--- src/hdl/cnlc_pkg.sv ---
// Shared constants and types of the card number Luhn classifier.
package cnlc_pkg;

   localparam int CARD_BITS      = 54;
   localparam int DIGITS         = 16;
   localparam int BCD_BITS       = 4 * DIGITS;
   localparam int BITS_PER_STAGE = 6;
   localparam int BCD_STAGES     = CARD_BITS / BITS_PER_STAGE;
   // input register, converter stages, digit-sum stage, output register
   localparam int LATENCY        = BCD_STAGES + 3;

   typedef logic [CARD_BITS-1:0] card_type;

   localparam card_type POW12 = 54'd1000000000000;
   localparam card_type POW13 = 54'd10000000000000;
   localparam card_type POW14 = 54'd100000000000000;
   localparam card_type POW15 = 54'd1000000000000000;
   localparam card_type POW16 = 54'd10000000000000000;

   typedef enum logic [1:0] {
      BRAND_INVALID    = 2'd0,
      BRAND_VISA       = 2'd1,
      BRAND_AMEX       = 2'd2,
      BRAND_MASTERCARD = 2'd3
   } brand_type;

endpackage

--- src/hdl/card_number_luhn_classifier.sv ---
// Card number classifier: pipelined binary-to-BCD, Luhn check and brand decode.
//
// One card number (54-bit binary) enters per transaction when start is high
// and busy is low; busy is high only while reset is applied and in the cycle
// after it, so a new number may enter on every clock. Each number gives one
// result, shown on rsp_brand for exactly one cycle with rsp_valid high.
// Results come out in the order the numbers went in and never wait: the
// receiver must take rsp_brand in the cycle rsp_valid is high. A number
// passes through an input register, the binary-to-decimal converter (a
// double-dabble pipeline of 9 stages that each shift in 6 bits), a digit-sum
// stage and the output register. brand: 0 invalid, 1 visa, 2 amex, 3 mastercard.
module card_number_luhn_classifier (
   input  logic                           clock,
   input  logic                           reset,
   input  logic                           start,
   output logic                           busy,
   input  logic [cnlc_pkg::CARD_BITS-1:0] req_card_number,
   output logic                           rsp_valid,
   output logic [1:0]                     rsp_brand
);

   // digit count class, decided up front by range compares
   typedef enum logic [2:0] {
      LEN_OTHER,
      LEN_13,
      LEN_14,
      LEN_15,
      LEN_16
   } len_type;

   typedef struct packed {
      logic [cnlc_pkg::BCD_BITS-1:0]  bcd;
      logic [cnlc_pkg::CARD_BITS-1:0] bin;
   } dd_type;

   // Six double-dabble steps: adjust every digit of 5 or more by 3, then
   // shift the next binary bit into the BCD word. The carry out of the top
   // digit is dropped; such numbers are already out of range.
   function automatic dd_type dd_step(input dd_type cur);
      dd_type nxt;
      nxt = cur;
      for (int s = 0; s < cnlc_pkg::BITS_PER_STAGE; s++) begin
         for (int d = 0; d < cnlc_pkg::DIGITS; d++) begin
            if (nxt.bcd[4*d +: 4] >= 4'd5) begin
               nxt.bcd[4*d +: 4] = nxt.bcd[4*d +: 4] + 4'd3;
            end
         end
         nxt.bcd = {nxt.bcd[cnlc_pkg::BCD_BITS-2:0], nxt.bin[cnlc_pkg::CARD_BITS-1]};
         nxt.bin = {nxt.bin[cnlc_pkg::CARD_BITS-2:0], 1'b0};
      end
      return nxt;
   endfunction

   // Luhn weight of one digit: every second digit from the right is doubled,
   // and a double of 10 or more is folded to one digit.
   function automatic logic [3:0] luhn_digit(input logic [3:0] dig, input logic dbl);
      logic [4:0] twice;
      twice = {dig, 1'b0};
      if (!dbl) begin
         return dig;
      end else if (twice >= 5'd10) begin
         return 4'(twice - 5'd9);
      end else begin
         return twice[3:0];
      end
   endfunction

   // ------------------------------------------------------------------
   // Accept and range classification
   // ------------------------------------------------------------------
   logic busy_ff;
   logic accept;
   len_type len_in;

   logic                           s0_valid_ff;
   logic [cnlc_pkg::CARD_BITS-1:0] s0_bin_ff;
   len_type                        s0_len_ff;

   assign busy   = busy_ff;
   assign accept = start && !busy_ff;

   always_comb begin
      if (req_card_number < cnlc_pkg::POW12 || req_card_number >= cnlc_pkg::POW16) begin
         len_in = LEN_OTHER;
      end else if (req_card_number < cnlc_pkg::POW13) begin
         len_in = LEN_13;
      end else if (req_card_number < cnlc_pkg::POW14) begin
         len_in = LEN_14;
      end else if (req_card_number < cnlc_pkg::POW15) begin
         len_in = LEN_15;
      end else begin
         len_in = LEN_16;
      end
   end

   always_ff @(posedge clock) begin
      if (reset) begin
         busy_ff     <= 1'b1;
         s0_valid_ff <= 1'b0;
      end else begin
         busy_ff     <= 1'b0;
         s0_valid_ff <= accept;
      end
      s0_bin_ff <= req_card_number;
      s0_len_ff <= len_in;
   end

   // ------------------------------------------------------------------
   // Binary-to-BCD pipeline
   // ------------------------------------------------------------------
   logic [cnlc_pkg::BCD_STAGES-1:0] bcd_valid_ff;
   dd_type                          bcd_ff [cnlc_pkg::BCD_STAGES];
   len_type                         bcd_len_ff [cnlc_pkg::BCD_STAGES];
   dd_type                          bcd_in [cnlc_pkg::BCD_STAGES];

   always_comb begin
      bcd_in[0] = dd_step('{bcd: '0, bin: s0_bin_ff});
      for (int st = 1; st < cnlc_pkg::BCD_STAGES; st++) begin
         bcd_in[st] = dd_step(bcd_ff[st-1]);
      end
   end

   always_ff @(posedge clock) begin
      if (reset) begin
         bcd_valid_ff <= '0;
      end else begin
         bcd_valid_ff <= {bcd_valid_ff[cnlc_pkg::BCD_STAGES-2:0], s0_valid_ff};
      end
      bcd_len_ff[0] <= s0_len_ff;
      for (int st = 1; st < cnlc_pkg::BCD_STAGES; st++) begin
         bcd_len_ff[st] <= bcd_len_ff[st-1];
      end
      for (int st = 0; st < cnlc_pkg::BCD_STAGES; st++) begin
         bcd_ff[st] <= bcd_in[st];
      end
   end

   // ------------------------------------------------------------------
   // Luhn digit weighting and partial sums (four groups of four digits)
   // ------------------------------------------------------------------
   localparam int GROUPS = cnlc_pkg::DIGITS / 4;

   logic [cnlc_pkg::BCD_BITS-1:0] digits;
   logic [5:0]                    grp_in [GROUPS];

   logic       sum_valid_ff;
   logic [5:0] sum_grp_ff [GROUPS];
   len_type    sum_len_ff;
   logic [15:0] sum_lead_ff;   // digits 15 down to 12

   assign digits = bcd_ff[cnlc_pkg::BCD_STAGES-1].bcd;

   always_comb begin
      for (int g = 0; g < GROUPS; g++) begin
         grp_in[g] = '0;
         for (int k = 0; k < 4; k++) begin
            grp_in[g] = grp_in[g] + 6'(luhn_digit(digits[4*(4*g+k) +: 4], k[0]));
         end
      end
   end

   always_ff @(posedge clock) begin
      if (reset) begin
         sum_valid_ff <= 1'b0;
      end else begin
         sum_valid_ff <= bcd_valid_ff[cnlc_pkg::BCD_STAGES-1];
      end
      for (int g = 0; g < GROUPS; g++) begin
         sum_grp_ff[g] <= grp_in[g];
      end
      sum_len_ff  <= bcd_len_ff[cnlc_pkg::BCD_STAGES-1];
      sum_lead_ff <= digits[cnlc_pkg::BCD_BITS-1 -: 16];
   end

   // ------------------------------------------------------------------
   // Checksum test and brand decode
   // ------------------------------------------------------------------
   logic [7:0]          total;
   logic                luhn_ok;
   logic [3:0]          d15, d14, d13, d12;
   cnlc_pkg::brand_type brand_in;

   logic                rsp_valid_ff;
   cnlc_pkg::brand_type rsp_brand_ff;

   assign d15 = sum_lead_ff[15:12];
   assign d14 = sum_lead_ff[11:8];
   assign d13 = sum_lead_ff[7:4];
   assign d12 = sum_lead_ff[3:0];

   always_comb begin
      total = '0;
      for (int g = 0; g < GROUPS; g++) begin
         total = total + 8'(sum_grp_ff[g]);
      end
      // total is at most 144: test against each multiple of ten
      luhn_ok = 1'b0;
      for (int k = 0; k <= 14; k++) begin
         if (total == 8'(k * 10)) begin
            luhn_ok = 1'b1;
         end
      end
   end

   always_comb begin
      brand_in = cnlc_pkg::BRAND_INVALID;
      if (luhn_ok) begin
         case (sum_len_ff)
            LEN_13: begin
               if (d12 == 4'd4) begin
                  brand_in = cnlc_pkg::BRAND_VISA;
               end
            end
            LEN_15: begin
               if (d14 == 4'd3 && (d13 == 4'd4 || d13 == 4'd7)) begin
                  brand_in = cnlc_pkg::BRAND_AMEX;
               end
            end
            LEN_16: begin
               if (d15 == 4'd5 && d14 >= 4'd1 && d14 <= 4'd5) begin
                  brand_in = cnlc_pkg::BRAND_MASTERCARD;
               end else if (d15 == 4'd4) begin
                  brand_in = cnlc_pkg::BRAND_VISA;
               end
            end
            default: begin
               brand_in = cnlc_pkg::BRAND_INVALID;
            end
         endcase
      end
   end

   always_ff @(posedge clock) begin
      if (reset) begin
         rsp_valid_ff <= 1'b0;
      end else begin
         rsp_valid_ff <= sum_valid_ff;
      end
      rsp_brand_ff <= brand_in;
   end

   assign rsp_valid = rsp_valid_ff;
   assign rsp_brand = rsp_brand_ff;

endmodule

--- config.mk ---
export PLATFORM = sky130hd
export DESIGN_NAME = card_number_luhn_classifier
export DESIGN_NICKNAME = d
export VERILOG_FILES = /design/src/hdl/cnlc_pkg.sv /design/src/hdl/card_number_luhn_classifier.sv
export SDC_FILE = /design/constraint.sdc
export NUM_CORES = 2
export LEC_CHECK = 0
export ABC_CLOCK_PERIOD_IN_PS = 14000
export BUFFER_PORTS_ARGS = -buffer_cell sky130_fd_sc_hd__buf_2
export CAP_MARGIN = 40
export CORE_MARGIN = 8
export CORE_UTILIZATION = 45
export DETAILED_ROUTE_END_ITERATION = 8
export PLACE_DENSITY = 0.62
export SYNTH_ARGS = -nofsm -noshare
export SYNTH_HDL_FRONTEND = slang
export SYNTH_SLANG_ARGS = --single-unit
--- constraint.sdc ---
create_clock -name clock -period 14 [get_ports clock]
set_input_delay 0.7 -clock clock [delete_from_list [all_inputs] [get_ports clock]]
set_output_delay 0.7 -clock clock [all_outputs]
set_load 0.05 [all_outputs]
==> metrics.csv <==
metric,value,unit
clock_path_buffers,3,
ys_ff_latch,702,
grt_pass1_vias,56500,
avgSynthCellArea,8.01,µm²
postCtsSetupRepairBufs,0,
synth_ff_type,dfxtp_1,
utilization,49.0,%
slew_violations,0,
syn_nets,9402,
yosysWarningCount,0,
remaining_drc_errors,0,
yosys.area.top_type,dfxtp_1,
synth_edf_count,0,
cts-root-buf,clkbuf_16,
rsz0062_at_grt,false,
num_rows,143,
die_width,407,µm
nets,9512,
fmax,158,MHz
synth.distinct_cells,124,
cts.sinks,702,
routabilityCongestion,0.858,
grt_overflow_total,0,
netlist_instances,8577,
yosys.area.top_type_share,20.4,%
worstSkewPairLatency,0.67,ns
seq_area_frac_synth,20.4,%
setup_viol_count_final,0,
tns,0,ns
worstPathMaxFanout,6,
numCtsBuffers,83,
post-route-period-util,45.1,%
cts.htree.levels,3,
mostFrequentLayoutCells,"inv_1 (803), ha_1 (724), dfxtp_1 (702)",
r2r_setup_slack,7.68,ns
post_drt_via_cell_ratio,5.50,
relSlewSlack,39.8,%
syn2layout_area_growth,8.20,%
wirelength,133,mm
avgRoutedWirePerCell,12.3,µm
cts_tree,built,
status,finished clean,
critPathKind,flop to flop,
hold_depth,1,
finalHoldViolCount,0,
slowest_stage,o21ai_0,
vias,59300,
fillers,14600,
cts.reportedPaths.clkPinSlew,0.07,ns
layout_commonest_cell,inv_1,
die_h,407,µm
min_period,6.32,ns
ys_top_cells_by_area,"dfxtp_1 (20%), ha_1 (13%), mux2i_1 (5.7%)",
ff2ff_path_depth,28,
ctsHoldBuffers,0,
cp_data_arrival_time,6.90,ns
worstPathRequired,14.58,ns
numPortBuffers,60,
max-cap-violations,0,
critPathMostFrequentCell,ha_1,
core,152000,µm²
track_usage,15.5,%
drtIter0Drc,2261,
grt_max_degree,16,
first_pass_iters,9,
ios,61,
antenna_found_initial,1,
whs,0.162,ns
initial_utilization,45.3,%
fin_skew,0.0323,ns
crit_path_end_kind,flop,
dp_hpwl,106,mm
hold_path_class,primary input to flop,
worst_pin_slew,0.889,ns
die_area,165000,µm²
cts_resized,0,
max_stage_delay,0.36,ns
critPathLaunchType,flop,
ant_nets,0,
syn_area,68700,µm²
synthArstFlopShare,0,%
grt_pass1_wl,235,mm
drive_gt1_share,8.98,%
-- per-stage QoR --
step / worst slack (ns) / cells / cell area (µm²)
2_1_floorplan: 8.43 / 8577 / 68700
3_3_place_gp: 7.95 / 10600 / 71400
3_5_place_dp: 7.71 / 10600 / 71400
4_1_cts: 7.67 / 10800 / 74400
5_1_grt: 6.93 / 10800 / 74400
6_report: 7.68 / 10800 / 74400
-- Yosys cell counts, drive strengths merged (22+ instances only) --
| cell type | count |
|---|---|
| a2111oi | 23 |
| a211o | 89 |
| a211oi | 174 |
| a21boi | 96 |
| a21o | 135 |
| a21oi | 592 |
| a22oi | 25 |
| a2bb2oi | 30 |
| a31o | 27 |
| a31oi | 99 |
| and2 | 111 |
| and3 | 75 |
| clkbuf | 24 |
| dfxtp | 702 |
| fa | 44 |
| ha | 724 |
| inv | 826 |
| mux2 | 243 |
| mux2i | 401 |
| nand2 | 596 |
| nand2b | 244 |
| nand3 | 132 |
| nand3b | 34 |
| nor2 | 581 |
| nor2b | 168 |
| nor3 | 171 |
| nor3b | 66 |
| nor4 | 30 |
| o211a | 41 |
| o211ai | 134 |
| o21a | 113 |
| o21ai | 630 |
| o21ba | 24 |
| o21bai | 104 |
| o221ai | 33 |
| o22ai | 90 |
| o311ai | 22 |
| o31a | 24 |
| o31ai | 57 |
| o32ai | 24 |
| or2 | 137 |
| or3 | 78 |
| xnor2 | 261 |
| xor2 | 63 |
-- worst max-delay path: cells and delay by family, from the launching register on --
family / cells / cell delay (ns)
AOI/OAI and AO/OA: 7 / 1.69
xor gates and xnor gates: 5 / 1.39
adders and majority gates: 6 / 1.34
buffers and inverters: 2 / 0.18
DFF: 1 / 0.34
muxes: 1 / 0.25
and+or+nand+nor: 7 / 1.05
-- cells by family (layout without fill, tap and decap cells) --
family / Yosys count / count (layout) / synth area share (%)
other: 0 / 1 / 0
XOR/XNOR: 324 / 324 / 4.42
AND/OR/NAND/NOR: 2504 / 2504 / 18.4
AO/OA/AOI/OAI: 2770 / 2770 / 27.6
buffers and inverters: 865 / 1044 / 4.76
multiplexers: 644 / 644 / 9.90
adder cells (fa/ha/maj): 768 / 768 / 14.5
flip-flops: 702 / 702 / 20.4
-- layout make-up --
type	count	area [µm²]	share of cell area [%]
multi-input cells	7010	51400	69.1
clock buffers	113	2340	3.15
well taps	2030	2540	3.42
inverters	827	3100	4.17
diodes	1	2.50	0.00337
clock inverters	41	601	0.808
flip-flops and latches	702	14100	18.9
repair buffers	63	317	0.426
-- routing by layer --
layer / routed length, µm / track usage (%) / vias up
met5: 0 / 0 / -
met4: 2330 / 3.30 / 0
met3: 3170 / 2.09 / 146
met2: 66300 / 29.9 / 406
met1: 61300 / 18.0 / 27300
li1: - / - / 31500
-- final timing paths --
kind                 startpoint        endpoint
max              bcd_ff[0][161]  bcd_ff[0][274]
min          req_card_number[0]    s0_bin_ff[0]
max reg2reg      bcd_ff[0][161]  bcd_ff[0][274]
min reg2reg      bcd_ff[0][360]  bcd_ff[0][478]
-- registers in the layout (all words and copies together), names as in the netlist --
name / count
bcd_ff: 560
s0_bin_ff: 54
bcd_len_ff: 27
sum_grp_ff: 24
sum_lead_ff: 16
bcd_valid_ff: 9
s0_len_ff: 3
sum_len_ff: 3
rsp_brand: 2
busy: 1
rsp_valid: 1
s0_valid_ff: 1
sum_valid_ff: 1
Power is left out: the tool's default activity adds up to more than one toggle a clock period on the data nets, which glitch-free logic cannot reach.
